**src/desrf_pkg.sv**
```systemverilog
package desrf_pkg;

  localparam int unsigned HalfW = 32;
  localparam int unsigned ExpW  = 48;
  localparam int unsigned NumSbox = 8;

  typedef logic [HalfW-1:0] half_t;
  typedef logic [ExpW-1:0]  exp_t;

  // Expansion table, DES numbering (1 = MSB)
  localparam logic [5:0] ETab [ExpW] = '{
    6'd32, 6'd1,  6'd2,  6'd3,  6'd4,  6'd5,  6'd4,  6'd5,  6'd6,  6'd7,  6'd8,  6'd9,
    6'd8,  6'd9,  6'd10, 6'd11, 6'd12, 6'd13, 6'd12, 6'd13, 6'd14, 6'd15, 6'd16, 6'd17,
    6'd16, 6'd17, 6'd18, 6'd19, 6'd20, 6'd21, 6'd20, 6'd21, 6'd22, 6'd23, 6'd24, 6'd25,
    6'd24, 6'd25, 6'd26, 6'd27, 6'd28, 6'd29, 6'd28, 6'd29, 6'd30, 6'd31, 6'd32, 6'd1
  };

  localparam logic [5:0] PTab [HalfW] = '{
    6'd16, 6'd7,  6'd20, 6'd21, 6'd29, 6'd12, 6'd28, 6'd17,
    6'd1,  6'd15, 6'd23, 6'd26, 6'd5,  6'd18, 6'd31, 6'd10,
    6'd2,  6'd8,  6'd24, 6'd14, 6'd32, 6'd27, 6'd3,  6'd9,
    6'd19, 6'd13, 6'd30, 6'd6,  6'd22, 6'd11, 6'd4,  6'd25
  };

  localparam logic [3:0] STab [NumSbox][4][16] = '{
    '{'{4'd14,4'd4,4'd13,4'd1,4'd2,4'd15,4'd11,4'd8,4'd3,4'd10,4'd6,4'd12,4'd5,4'd9,4'd0,4'd7},
      '{4'd0,4'd15,4'd7,4'd4,4'd14,4'd2,4'd13,4'd1,4'd10,4'd6,4'd12,4'd11,4'd9,4'd5,4'd3,4'd8},
      '{4'd4,4'd1,4'd14,4'd8,4'd13,4'd6,4'd2,4'd11,4'd15,4'd12,4'd9,4'd7,4'd3,4'd10,4'd5,4'd0},
      '{4'd15,4'd12,4'd8,4'd2,4'd4,4'd9,4'd1,4'd7,4'd5,4'd11,4'd3,4'd14,4'd10,4'd0,4'd6,4'd13}},
    '{'{4'd15,4'd1,4'd8,4'd14,4'd6,4'd11,4'd3,4'd4,4'd9,4'd7,4'd2,4'd13,4'd12,4'd0,4'd5,4'd10},
      '{4'd3,4'd13,4'd4,4'd7,4'd15,4'd2,4'd8,4'd14,4'd12,4'd0,4'd1,4'd10,4'd6,4'd9,4'd11,4'd5},
      '{4'd0,4'd14,4'd7,4'd11,4'd10,4'd4,4'd13,4'd1,4'd5,4'd8,4'd12,4'd6,4'd9,4'd3,4'd2,4'd15},
      '{4'd13,4'd8,4'd10,4'd1,4'd3,4'd15,4'd4,4'd2,4'd11,4'd6,4'd7,4'd12,4'd0,4'd5,4'd14,4'd9}},
    '{'{4'd10,4'd0,4'd9,4'd14,4'd6,4'd3,4'd15,4'd5,4'd1,4'd13,4'd12,4'd7,4'd11,4'd4,4'd2,4'd8},
      '{4'd13,4'd7,4'd0,4'd9,4'd3,4'd4,4'd6,4'd10,4'd2,4'd8,4'd5,4'd14,4'd12,4'd11,4'd15,4'd1},
      '{4'd13,4'd6,4'd4,4'd9,4'd8,4'd15,4'd3,4'd0,4'd11,4'd1,4'd2,4'd12,4'd5,4'd10,4'd14,4'd7},
      '{4'd1,4'd10,4'd13,4'd0,4'd6,4'd9,4'd8,4'd7,4'd4,4'd15,4'd14,4'd3,4'd11,4'd5,4'd2,4'd12}},
    '{'{4'd7,4'd13,4'd14,4'd3,4'd0,4'd6,4'd9,4'd10,4'd1,4'd2,4'd8,4'd5,4'd11,4'd12,4'd4,4'd15},
      '{4'd13,4'd8,4'd11,4'd5,4'd6,4'd15,4'd0,4'd3,4'd4,4'd7,4'd2,4'd12,4'd1,4'd10,4'd14,4'd9},
      '{4'd10,4'd6,4'd9,4'd0,4'd12,4'd11,4'd7,4'd13,4'd15,4'd1,4'd3,4'd14,4'd5,4'd2,4'd8,4'd4},
      '{4'd3,4'd15,4'd0,4'd6,4'd10,4'd1,4'd13,4'd8,4'd9,4'd4,4'd5,4'd11,4'd12,4'd7,4'd2,4'd14}},
    '{'{4'd2,4'd12,4'd4,4'd1,4'd7,4'd10,4'd11,4'd6,4'd8,4'd5,4'd3,4'd15,4'd13,4'd0,4'd14,4'd9},
      '{4'd14,4'd11,4'd2,4'd12,4'd4,4'd7,4'd13,4'd1,4'd5,4'd0,4'd15,4'd10,4'd3,4'd9,4'd8,4'd6},
      '{4'd4,4'd2,4'd1,4'd11,4'd10,4'd13,4'd7,4'd8,4'd15,4'd9,4'd12,4'd5,4'd6,4'd3,4'd0,4'd14},
      '{4'd11,4'd8,4'd12,4'd7,4'd1,4'd14,4'd2,4'd13,4'd6,4'd15,4'd0,4'd9,4'd10,4'd4,4'd5,4'd3}},
    '{'{4'd12,4'd1,4'd10,4'd15,4'd9,4'd2,4'd6,4'd8,4'd0,4'd13,4'd3,4'd4,4'd14,4'd7,4'd5,4'd11},
      '{4'd10,4'd15,4'd4,4'd2,4'd7,4'd12,4'd9,4'd5,4'd6,4'd1,4'd13,4'd14,4'd0,4'd11,4'd3,4'd8},
      '{4'd9,4'd14,4'd15,4'd5,4'd2,4'd8,4'd12,4'd3,4'd7,4'd0,4'd4,4'd10,4'd1,4'd13,4'd11,4'd6},
      '{4'd4,4'd3,4'd2,4'd12,4'd9,4'd5,4'd15,4'd10,4'd11,4'd14,4'd1,4'd7,4'd6,4'd0,4'd8,4'd13}},
    '{'{4'd4,4'd11,4'd2,4'd14,4'd15,4'd0,4'd8,4'd13,4'd3,4'd12,4'd9,4'd7,4'd5,4'd10,4'd6,4'd1},
      '{4'd13,4'd0,4'd11,4'd7,4'd4,4'd9,4'd1,4'd10,4'd14,4'd3,4'd5,4'd12,4'd2,4'd15,4'd8,4'd6},
      '{4'd1,4'd4,4'd11,4'd13,4'd12,4'd3,4'd7,4'd14,4'd10,4'd15,4'd6,4'd8,4'd0,4'd5,4'd9,4'd2},
      '{4'd6,4'd11,4'd13,4'd8,4'd1,4'd4,4'd10,4'd7,4'd9,4'd5,4'd0,4'd15,4'd14,4'd2,4'd3,4'd12}},
    '{'{4'd13,4'd2,4'd8,4'd4,4'd6,4'd15,4'd11,4'd1,4'd10,4'd9,4'd3,4'd14,4'd5,4'd0,4'd12,4'd7},
      '{4'd1,4'd15,4'd13,4'd8,4'd10,4'd3,4'd7,4'd4,4'd12,4'd5,4'd6,4'd11,4'd0,4'd14,4'd9,4'd2},
      '{4'd7,4'd11,4'd4,4'd1,4'd9,4'd12,4'd14,4'd2,4'd0,4'd6,4'd10,4'd13,4'd15,4'd3,4'd5,4'd8},
      '{4'd2,4'd1,4'd14,4'd7,4'd4,4'd10,4'd8,4'd13,4'd15,4'd12,4'd9,4'd0,4'd3,4'd5,4'd6,4'd11}}
  };

  // DES bit n (1 = MSB) of a half word sits at index HalfW - n
  function automatic exp_t expand(input half_t r);
    exp_t x;
    for (int i = 0; i < ExpW; i++) begin
      x[ExpW-1-i] = r[HalfW - int'(ETab[i])];
    end
    return x;
  endfunction

  function automatic half_t permute(input half_t s);
    half_t p;
    for (int i = 0; i < HalfW; i++) begin
      p[HalfW-1-i] = s[HalfW - int'(PTab[i])];
    end
    return p;
  endfunction

  // Row from the outer bits, column from the middle four
  function automatic logic [3:0] sbox(input logic [2:0] n, input logic [5:0] g);
    return STab[n][{g[5], g[0]}][g[4:1]];
  endfunction

endpackage

```
**src/desrf_expand.sv**
```systemverilog
module desrf_expand import desrf_pkg::*; (
  input  logic  clk_i,
  input  logic  rst_ni,
  input  logic  valid_i,
  output logic  ready_o,
  input  half_t right_half_i,
  input  exp_t  round_key_i,
  output logic  valid_o,
  input  logic  ready_i,
  output exp_t  x_o
);

  logic valid_q;
  exp_t x_q;
  exp_t x_d;

  assign ready_o = !valid_q || ready_i;
  assign x_d     = expand(right_half_i) ^ round_key_i;

  always_ff @(posedge clk_i or negedge rst_ni) begin
    if (!rst_ni) begin
      valid_q <= 1'b0;
    end else if (ready_o) begin
      valid_q <= valid_i;
    end
  end

  always_ff @(posedge clk_i) begin
    if (ready_o && valid_i) begin
      x_q <= x_d;
    end
  end

  assign valid_o = valid_q;
  assign x_o     = x_q;

endmodule

```
**src/desrf_sbox.sv**
```systemverilog
module desrf_sbox import desrf_pkg::*; (
  input  logic  clk_i,
  input  logic  rst_ni,
  input  logic  valid_i,
  output logic  ready_o,
  input  exp_t  x_i,
  output logic  valid_o,
  input  logic  ready_i,
  output half_t s_o
);

  logic  valid_q;
  half_t s_q;
  half_t s_d;

  assign ready_o = !valid_q || ready_i;

  // Group 0 takes the top six bits and lands in the top nibble
  always_comb begin
    for (int i = 0; i < NumSbox; i++) begin
      s_d[HalfW-1-4*i -: 4] = sbox(3'(i), x_i[ExpW-1-6*i -: 6]);
    end
  end

  always_ff @(posedge clk_i or negedge rst_ni) begin
    if (!rst_ni) begin
      valid_q <= 1'b0;
    end else if (ready_o) begin
      valid_q <= valid_i;
    end
  end

  always_ff @(posedge clk_i) begin
    if (ready_o && valid_i) begin
      s_q <= s_d;
    end
  end

  assign valid_o = valid_q;
  assign s_o     = s_q;

endmodule

```
**src/desrf_perm.sv**
```systemverilog
module desrf_perm import desrf_pkg::*; (
  input  logic  clk_i,
  input  logic  rst_ni,
  input  logic  valid_i,
  output logic  ready_o,
  input  half_t s_i,
  output logic  valid_o,
  input  logic  ready_i,
  output half_t f_o
);

  logic  valid_q;
  half_t f_q;
  half_t f_d;

  assign ready_o = !valid_q || ready_i;
  assign f_d     = permute(s_i);

  always_ff @(posedge clk_i or negedge rst_ni) begin
    if (!rst_ni) begin
      valid_q <= 1'b0;
    end else if (ready_o) begin
      valid_q <= valid_i;
    end
  end

  always_ff @(posedge clk_i) begin
    if (ready_o && valid_i) begin
      f_q <= f_d;
    end
  end

  assign valid_o = valid_q;
  assign f_o     = f_q;

endmodule

```
**src/des_round_function_unit.sv**
```systemverilog
// DES round function f: E expansion and key mix, S-box lookup, P permutation.
//
// Input channel: in_valid_i with right_half_i and round_key_i; the block
// holds in_stall_o high when it cannot take the beat. A beat is taken at a
// rising edge with in_valid_i high and in_stall_o low.
// Output channel: out_valid_o with f_result_o; the receiver stalls with
// out_stall_i. A beat leaves at an edge with out_valid_o high and
// out_stall_i low.
// Three register stages, one each for expansion/key XOR, the eight
// S-boxes and the P permutation. One beat per cycle is taken
// when the output is not stalled.
// A stall on the output holds the last stage; earlier stages keep filling
// their empty slots, and in_stall_o rises only once all three stages hold
// a beat and the receiver stalls.
// Reset (rst_ni low, asynchronous) empties all stages; the data registers are not reset.
module des_round_function_unit import desrf_pkg::*; (
  input  logic        clk_i,
  input  logic        rst_ni,
  input  logic        in_valid_i,
  output logic        in_stall_o,
  input  logic [31:0] right_half_i,
  input  logic [47:0] round_key_i,
  output logic        out_valid_o,
  input  logic        out_stall_i,
  output logic [31:0] f_result_o
);

  logic  v1, v2, v3;
  logic  rdy1, rdy2, rdy3;
  exp_t  x1;
  half_t s2;
  half_t f3;

  desrf_expand u_expand (
    .clk_i        (clk_i),
    .rst_ni       (rst_ni),
    .valid_i      (in_valid_i),
    .ready_o      (rdy1),
    .right_half_i (right_half_i),
    .round_key_i  (round_key_i),
    .valid_o      (v1),
    .ready_i      (rdy2),
    .x_o          (x1)
  );

  desrf_sbox u_sbox (
    .clk_i   (clk_i),
    .rst_ni  (rst_ni),
    .valid_i (v1),
    .ready_o (rdy2),
    .x_i     (x1),
    .valid_o (v2),
    .ready_i (rdy3),
    .s_o     (s2)
  );

  desrf_perm u_perm (
    .clk_i   (clk_i),
    .rst_ni  (rst_ni),
    .valid_i (v2),
    .ready_o (rdy3),
    .s_i     (s2),
    .valid_o (v3),
    .ready_i (!out_stall_i),
    .f_o     (f3)
  );

  assign in_stall_o  = !rdy1;
  assign out_valid_o = v3;
  assign f_result_o  = f3;

endmodule

```
**config.mk**
```make
export PLATFORM = sky130hd
export DESIGN_NAME = des_round_function_unit
export DESIGN_NICKNAME = d
export VERILOG_FILES = /design/src/desrf_pkg.sv /design/src/desrf_expand.sv /design/src/desrf_sbox.sv /design/src/desrf_perm.sv /design/src/des_round_function_unit.sv
export SDC_FILE = /design/constraint.sdc
export NUM_CORES = 1
export LEC_CHECK = 0
export BUFFER_PORTS_ARGS = -buffer_cell sky130_fd_sc_hd__buf_4
export CAP_MARGIN = 20
export CORE_UTILIZATION = 40
export CTS_BUF_LIST = sky130_fd_sc_hd__clkbuf_16
export CTS_CLUSTER_SIZE = 30
export DETAILED_ROUTE_END_ITERATION = 12
export PLACE_DENSITY = 0.62
export SETUP_SLACK_MARGIN = 0.4
export SYNTH_ARGS = -nofsm -noshare
export SYNTH_HDL_FRONTEND = slang
export SYNTH_SLANG_ARGS = --single-unit
```
**constraint.sdc**
```tcl
create_clock -name clk_i -period 4.05 [get_ports clk_i]
set_input_delay 0.81 -clock clk_i [delete_from_list [all_inputs] [get_ports clk_i]]
set_output_delay 0.81 -clock clk_i [all_outputs]
set_load 0.01 [all_outputs]
```
## Yosys cells after proc, flatten, opt, wreduce, memory -nomap -nowiden

Cells that the tools add are included.

- Bitwise logic cells: 17
- Reductions and logical operators: 11
- Order comparisons: 16
- Muxes and demuxes: 48

Operator list:

| kind | count |
|---|---|
| binary-select mux 64 bit (select 2 bit) | 8 |
| 2-to-1 mux 64 bit | 16 |
| binary-select mux 4 bit (select 4 bit) | 8 |
| 2-to-1 mux 4 bit | 16 |
| XOR 48 bit | 1 |
| greater-or-equal comparator 5 bit (second input constant) | 8 |
| NOT 4 -> 5 bit | 8 |
| greater-or-equal comparator 3 bit (second input constant) | 8 |
| NOT 2 -> 3 bit | 8 |
| zero test 1 bit | 5 |
| logical AND 1 bit | 3 |
| logical OR 1 bit | 3 |

- Bits in registers: 115
- Output and inout bits: 34

## Depth between registers and ports, before layout

Gate-level depths: netlist of the first run.

- Depth after elaboration: 7
- Gate-level depth with buffers: 8
- Mapped depth without buffers: 7

## By module

A second synthesis of the first run with hierarchy kept.

- Cell total of the unflattened synthesis: 857
- Area total of the unflattened synthesis: 8787.2 sq um

Modules (own cells, without submodules):

| module | sequential area each (sq um) | cells an instance | area an instance (sq um) | instances |
|---|---|---|---|---|
| desrf_sbox | 985.9 | 719 | 5849.4 | 1 |
| desrf_expand | 1466.4 | 100 | 1915.6 | 1 |
| desrf_perm | 985.9 | 36 | 1014.7 | 1 |
| des_round_function_unit | 0.0 | 2 | 7.5 | 1 |

## Worst setup path after synthesis of the first run

OpenSTA, ideal clock, no wires.

- Path type: input port to flip-flop
- From: input port out_stall_i
- To: register u_perm.f_q[0] (netlist: u_perm.f_o[0]) (enable)
- Setup time: 0.470 ns
- Path buffers: 0
- Data required time: 3.580 ns
- Slack: 0.415 ns
- Arrival: 3.164 ns
- Cell stages on the path: 1
- Cells stage by stage: a21boi_0

- Longest elaborated chain between the ends: 3

Ends and longest elaborated chain:

| element | RTL line | text |
|---|---|---|
| from (decl) | des_round_function_unit.sv:24 | `input logic out_stall_i,` |
| zero test 1 bit | des_round_function_unit.sv:64 | `.ready_i (!out_stall_i),` |
| logical OR 1 bit | desrf_perm.sv:16 | `assign ready_o = !valid_q \|\| ready_i;` |
| logical AND 1 bit | desrf_perm.sv:28 | `if (ready_o && valid_i) begin` |
| to (signal assigned) | desrf_perm.sv:29 | `f_q <= f_d;` |
| to (decl) | desrf_perm.sv:13 | `half_t f_q;` |

Every way passes these cells.
A chain may end at the register's enable or synchronous reset.

## Worst setup path in the final report of the first run

- From: register u_expand.x_q[47] (netlist: u_expand.x_o[47])
- To: register u_sbox.s_q[31] (netlist: u_sbox.s_o[31]), data pin

- Longest elaborated chain between the ends: 7

Ends and longest elaborated chain:

| element | RTL line | text |
|---|---|---|
| from (decl) | desrf_expand.sv:14 | `exp_t x_q;` |
| from (signal assigned) | desrf_expand.sv:30 | `x_q <= x_d;` |
| NOT 2 -> 3 bit (not written as such) | desrf_pkg.sv:79 | `return STab[n][{g[5], g[0]}][g[4:1]];` |
| binary-select mux 64 bit (select 2 bit) | desrf_pkg.sv:79 |  |
| 2-to-1 mux 64 bit (not written as such) (2 in a row) | desrf_pkg.sv:79 |  |
| binary-select mux 4 bit (select 4 bit) | desrf_pkg.sv:79 |  |
| 2-to-1 mux 4 bit (not written as such) (2 in a row) | desrf_pkg.sv:79 |  |
| named net u_sbox.s_d[31] | desrf_sbox.sv:14 | `half_t s_d;` |
| to (signal assigned) | desrf_sbox.sv:35 | `s_q <= s_d;` |
| to (decl) | desrf_sbox.sv:13 | `half_t s_q;` |

The timed path passes the listed nets, and every way through them passes these cells. The select of a mux whose other input is x is not followed.

==> results.md, run 1 <==
* Flops & latches, synth at ~120
* Crit path capture type: flop
* Startpoint class of the critical path: flop
* Fraction of the cycle the final worst path needs at between 60% and 70%
* Initial Utilization at 41.2%
* XOR/XNOR share of the synthesized area at 6.34%
* Setup violations, final at 0
* Nets at 1094
* Worst-Margin Slew at between 1 and 1.5 ns
* Diodes inserted at 0
* Longest Clk Path Bufs at 2
* Clock skew at 0.0108 ns
* Post-Synthesis Net Count at between 1000 and 1500
* Worst hold path type: in2async
* Post-CTS Setup Inserts at 0
* Synth Area per Inst at around 10 um^2
* Vias in the first global route at 6098
* Gate count after technology mapping at 873
* Largest family of logic cells by synthesized area: compound AO/OA/AOI/OAI gates
* Leading area contributor after synthesis: edfxtp_1
* Crit Path Max Fanout at 12
* Total Die Area at 22400 um^2
* Buffers on Ports at 117
* Die Ht at 150 um
* Worst rel slew slack at 32.8%
* GPL Wtd Cong at 0.857
* VDD IR-drop max at 0.000286 V
* Clk sink count at 115
* Lkg Pwr at 4.06 nW
* DR pass1 iterations at 5
* Cts-stage hold buffer count at 0
* Number of synthesis warnings at 0
* Mapped cell area at 8710 um^2
* Pwr/cell area at 396 nW/um^2
* Simple-Gate Fraction of Synth Area at 12.5%
* # Max-Cap Violations at 0
* Vias after detailed routing at a little under 7000
* Largest net degree at the start of global routing at 36
* Post-route DRC at 0
* Ranking of synthesized cells by area: edfxtp_1 39%, ha_1 9.1%, xor2_1 5.6%, mux4_2 4.4%, o21ai_0 4.1%
* TritonCTS Buffers at 17
* Max Slew Vio Count at 0
* Synth Area in Compound Gates at between 10% and 20%
* Hold violation count in the final report at 0
* Worst R2R End: u_sbox.s_o[31]$_DFFE_PP_
* Root buffer cell: clkbuf_16
* P&R area growth vs syn at 17.0%
* Post_cts resized at 0
* WP data arrival at 2.65 ns
* Die Width at about 150 um
* Seq/Total Area, Yosys at 39.5%
* DRT iter0 DRCs at 504
* Fin area at roughly 10000 um^2
* Post-synthesis mux area share at under 10%
* Total congestion overflow at 0
* Top cell type's share of synthesized area at 38.6%
* Post-layout min period at 2.49 ns
* Worst reg2reg path depth at 6
* CTS tree: done
* Distinct cells, synth at 64
* Initial antenna violation count at 0
* WL per Instance at about 16 um
* Core ar. at 21200 um^2
* Post-synth EDFFs at 112
* Primary FF master, synth: edfxtp_1
* Routed Antenna Nets at 0
* Overall routing resource usage at 17.7%
* R2r setup slk at 1.56 ns
* Status: finished clean
* Fmax at 401 MHz
* Fin cells at 1235
* Ys async rst share at 2.61%
* Setup TNS at 0 ns
* Avg Vias per Cell at 5.46
* I/O pins at 118
* Synth Area in Adders at 9.05%
* H-tree Lvls at 4
* Commonest cells in the synthesized netlist: 112 x edfxtp_1, 71 x o21ai_0, 67 x a21oi_1
* Share of cells above drive strength 1 at 18.6%
* Placed Area at approximately 9600 um^2
* Cell with the most instances after synthesis: edfxtp_1
* Final hold slack at 0.188 ns
* Worst Path Required at ~4.2 ns
* RSZ-0062 raised after global routing: false
* WS Path Type: reg2reg
* First-pass GRT wire length at 31000 um
* Worst skew pair latency at 0.41 ns
* Cells after DPL at 1203
* Clk slew on worst S/H paths at 0.06 ns
* RR Startpoint: u_expand.x_o[47]$_DFFE_PP_
* DRT Wirelength at 19200 um
* # rows at 53
* Hpwl dp at 13500 um
-- state kept, by name, indices dropped and copies added (netlist names) --
register and count:
u_expand.valid_o 1, u_perm.valid_o 1, u_expand.x_o 48, u_sbox.s_o 32, u_perm.f_o 32, u_sbox.valid_o 1
-- kinds of logic (layout without fill, tap and decap cells) --
kind of cell               after synthesis  count (layout)
muxes                                   43              43
and+or+nand+nor                        218             218
DFF                                    115             115
buffers and inverters                  105             192
AOI/OAI and AO/OA                      266             266
adders and majority gates               63              63
xor gates and xnor gates                63              63
-- layout by cell type (no fill, tap or decap), drive strengths merged, types with 5 or more instances in the layout --
master    instances
nand2            58
clkbuf           17
o21ai            72
nand3            14
edfxtp          112
o211ai           16
xor2             56
nor2b            23
a31oi            16
clkinv            6
a21oi            67
nand2b           35
xnor2             7
o31ai             7
a2111oi           5
o311ai            5
nor3             15
nor2             48
a21o              9
clkinvlp          5
mux4             19
a311oi            8
inv              44
mux2i            22
ha               63
nor3b             5
buf             119
a211oi           22
-- final cells by class --
class	count	area, um^2
fill	1950	11000
clock buffer	17	425
tap	275	344
inverter	41	154
sequential	115	3440
timing repair buffer	119	893
multi-input combinational	653	4810
clock inverter	15	120
-- how the worst max path moves through the flow --
| stage | startpoint | endpoint | slack, ns | cells past startpoint |
|---|---|---|---|---|
| 2_1_floorplan | out_stall_i | u_perm.f_o[0]$_DFFE_PP_ | 0.42 | 1 |
| 3_3_place_gp | out_stall_i | u_expand.x_o[1]$_DFFE_PP_ | 1.59 | 4 |
| 3_5_place_dp | out_stall_i | u_expand.x_o[1]$_DFFE_PP_ | 1.56 | 4 |
| 4_1_cts | u_expand.x_o[47]$_DFFE_PP_ | u_sbox.s_o[31]$_DFFE_PP_ | 1.57 | 6 |
| 5_1_grt | u_expand.x_o[47]$_DFFE_PP_ | u_sbox.s_o[31]$_DFFE_PP_ | 1.41 | 6 |
| 6_report | u_expand.x_o[47]$_DFFE_PP_ | u_sbox.s_o[31]$_DFFE_PP_ | 1.56 | 6 |
-- layer usage --
metal	share of wire (%)	global-route usage (%)	up-vias
met5	0	0	-
met4	0.71	4.80	0
met3	5.5	3.35	14
met2	47	29.1	197
met1	46	23.8	3169
li1	-	-	3368
-- power by group --
group	switching [W]	leakage (nW)	internal (W)	total [W]
sequential	0.000211	1.11	0.00151	0.00172
combinational	0.000469	2.69	0.000469	0.000938
clock	0.000539	0.261	0.000834	0.00137
-- worst max-delay path: stages (launching register included) --
cell      delay [ns]
edfxtp_1        0.54
inv_1           0.19
ha_1            0.53
nand2b_4        0.09
a21boi_0        0.13
mux4_2          0.48
mux2_2          0.27
-- metrics by stage --
stage	power [W]	utilization, %	worst slack [ns]
after detailed placement	0.00268	45.6	1.56
after CTS	0.00408	48.1	1.57
after global placement	0.00267	45.6	1.59
after floorplan	0.00237	-	0.415
after global routing	0.00426	48.1	1.41
final	0.00403	48.1	1.56
No activity file was read; power rests on OpenSTA's default activity.
==> inputs of run 2 (changes only) <==
- PLACE_DENSITY: 0.62 -> 0.64
- clock period: 4.05 -> 2.05 ns (I/O delays scaled with it)
==> run 2 against run 1 <==
  * Clock power up 140%
  * Fmax rose by 23%
  * Cell count is 10% higher
  * Combinational power rose to 3.3 times the previous value
  * Critical endpoint is now u_sbox.s_o[15]$_DFFE_PP_
  * Largest cell class unchanged
==> results.md, run 2 (same netlist as run 1, synthesis figures left out) <==
* Hold Path Stages at 2
* # Max-Cap Violations at 0 (unchanged)
* Fillers at 1710 (-12%)
* Diodes inserted at 0 (unchanged)
* Setup ws final at 0.0245 ns (-1.53 ns)
* GPL Wtd Cong at 0.913 (+6.5%)
* First-pass GRT wire length at 35300 um (+14%)
* Clk sink count at 115 (unchanged)
* Share of cells above drive strength 1 at 42.4% (+24 points)
* CTS tree: done
* Longest Clk Path Bufs at 2 (unchanged)
* Post-layout min period at 2.03 ns (-0.466 ns)
* Worst rel slew slack at 54.2% (+21 points)
* Hold violation count in the final report at 0 (unchanged)
* Lkg Pwr at 4.99 nW (+23%)
* DR pass1 iterations at 5 (unchanged)
* Clk slew on worst S/H paths at 0.05 ns (about the same)
* TritonCTS Buffers at 17 (unchanged)
* Die Ht at 150 um (unchanged)
* WL per Instance at 17.0 um (+9.2%)
* Post-Place Setup Slack at 0.00492 ns (-1.55 ns)
* Cells after DPL at 1252 (+4.1%)
* Total Die Area at 22400 um^2 (unchanged)
* Largest register FFs at 48 (unchanged)
* WP data arrival at 2.17 ns (-0.48 ns)
* Routed Antenna Nets at 0 (unchanged)
* Crit Path Max Fanout at 4 (-8)
* Fraction of the cycle the final worst path needs at 98.8% (+37 points)
* Pwr/cell area at 762 nW/um^2 (+92%)
* Crit path capture type: flop
* VDD IR-drop max at 0.000510 V (+78%)
* Fmax at 494 MHz (+23%)
* Buffers on Ports at 117 (unchanged)
* Setup violations, final at 0 (unchanged)
* Initial antenna violation count at 0 (unchanged)
* Die Width at 150 um (unchanged)
* Seq pwr share at 33.3% (-9.4 points)
* Nets at 1221 (+12%)
* Max Slew Vio Count at 0 (unchanged)
* Total congestion overflow at 0 (unchanged)
* Overall routing resource usage at 20.2% (+2.4 points)
* Vias in the first global route at 7058 (+16%)
* Vias after detailed routing at 7542 (+12%)
* Most frequent cells in the layout: 196 x buf_4, 112 x edfxtp_1, 55 x a21oi_1, 54 x xor2_1, 51 x nand2_1
* Largest net degree at the start of global routing at 49 (+36%)
* DRT iter0 DRCs at 436 (-13%)
* Root buffer cell: clkbuf_16
* Internal power at 0.00680 W (+140%)
* NetSw at 0.00281 W (+130%)
* Comb power frac at 32.1% (+8.9 points)
* H-tree Lvls at 4 (unchanged)
* RSZ-0062 raised after global routing: true
* # rows at 53 (unchanged)
* Avg Vias per Cell at 5.54 (+1.4%)
* Worst skew pair latency at 0.42 ns (about the same)
* Initial Utilization at 41.2% (unchanged)
* Worst reg2reg path depth at 4 (-2)
* Setup TNS at 0 ns (unchanged)
* WS Path Type: reg2reg
* Worst-Margin Slew at 0.688 ns (-0.320 ns)
* Net Sw Frac at 29.3% (-0.97 points)
* Status: finished clean
* DRT Wirelength at 23200 um (+20%)
* Worst Path Required at 2.20 ns (-2.01 ns)
* Core ar. at 21200 um^2 (unchanged)
* Clock Power Share at 34.5% (+0.5 points)
* Hpwl dp at 13800 um (+2.3%)
* Most common cell after layout, fill and taps aside: buf_4
* I/O pins at 118 (unchanged)
* Post-route DRC at 0 (unchanged)
* Fin cells at 1361 (+10%)
* P&R area growth vs syn at 44.9%
* Worst hold path type: in2reg
* Clock skew at 0.00883 ns (-0.00197 ns)
* Startpoint class of the critical path: flop
[run 2: cell count changes in the layout (fill, tap and decap cells not counted), moves of 12 or more]
| cell | change |
|---|---|
| buf_6 | +34 |
| a21oi_1 | -12 |
| ha_1 | -43 |
| inv_1 | -19 |
| buf_12 | +12 |
| o21ai_1 | +30 |
| buf_4 | +77 |
| nor2_1 | -13 |
| inv_2 | +14 |
| ha_4 | +33 |
| o21ai_0 | -37 |
[run 2: cell type report]
type,count,area (um^2),area share (%)
Clock buffer,17,425,3.37
Clock inverter,14,219,1.74
Inverter,41,166,1.32
Multi-Input combinational cell,653,5870,46.5
Sequential cell,115,3440,27.3
Tap cell,275,344,2.73
Timing Repair Buffer,246,2150,17.1
[run 2: path summary, 6_finish.rpt]
path                                             from  slack (ns)                      endpoint
max                        u_expand.x_o[18]$_DFFE_PP_        0.02      u_sbox.s_o[15]$_DFFE_PP_
max in group asynchronous                      rst_ni        1.61    u_perm.valid_o$_DFFE_PN0P_
max reg2reg                u_expand.x_o[18]$_DFFE_PP_        0.02      u_sbox.s_o[15]$_DFFE_PP_
min in group asynchronous                      rst_ni        0.33  u_expand.valid_o$_DFFE_PN0N_
min                                        in_valid_i        0.20  u_expand.valid_o$_DFFE_PN0N_
min reg2reg                  u_sbox.s_o[22]$_DFFE_PP_        0.42      u_perm.f_o[16]$_DFFE_PP_
[run 2: per-layer routing]
metal  wire, um  global-route usage [%]  vias up
li1           -                       -     3623
met1       9400                    24.7     3637
met2      12200                    35.9      240
met3       1070                    3.35       42
met4        482                    6.17        0
met5          0                       0        -
[run 2: critical path, cell delays in order, from the launching register on]
cell and delay [ns]:
edfxtp_1 0.46, inv_2 0.14, ha_4 0.22, mux4_2 0.47
mux4_2 0.47
[run 2: power groups by stage]
| stage | registers [W] | logic [W] | clock network [W] |
|---|---|---|---|
| floorplan | 0.00320 | 0.00161 | 0 |
| global placement | 0.00325 | 0.00231 | 0 |
| detailed placement | 0.00325 | 0.00233 | 0 |
| CTS | 0.00320 | 0.00275 | 0.00338 |
| global route | 0.00324 | 0.00332 | 0.00348 |
| finish | 0.00320 | 0.00309 | 0.00332 |
[run 2: what timing repair did]
action | CTS | global route
hold endpoints to repair | 3 | 0
pin swaps | 54 | 52
buffers inserted | 53 | 23
endpoints found under the setup margin | 33 | 33
cloned | 1 | 0
hold buffers | 1 | 0
gates resized for setup | 147 | 89
[run 2: stage by stage]
| step | total power, W | cell area, um^2 | util [%] | hold slack (ns) |
|---|---|---|---|---|
| floorplan | 0.00481 | 9000 | - | 0.114 |
| global placement | 0.00556 | 10400 | 49.1 | 0.207 |
| detailed placement | 0.00558 | 10400 | 49.1 | 0.208 |
| CTS | 0.00933 | 12000 | 56.9 | 0.190 |
| global route | 0.0100 | 12600 | 59.6 | 0.197 |
| finish | 0.00961 | 12600 | 59.6 | 0.203 |
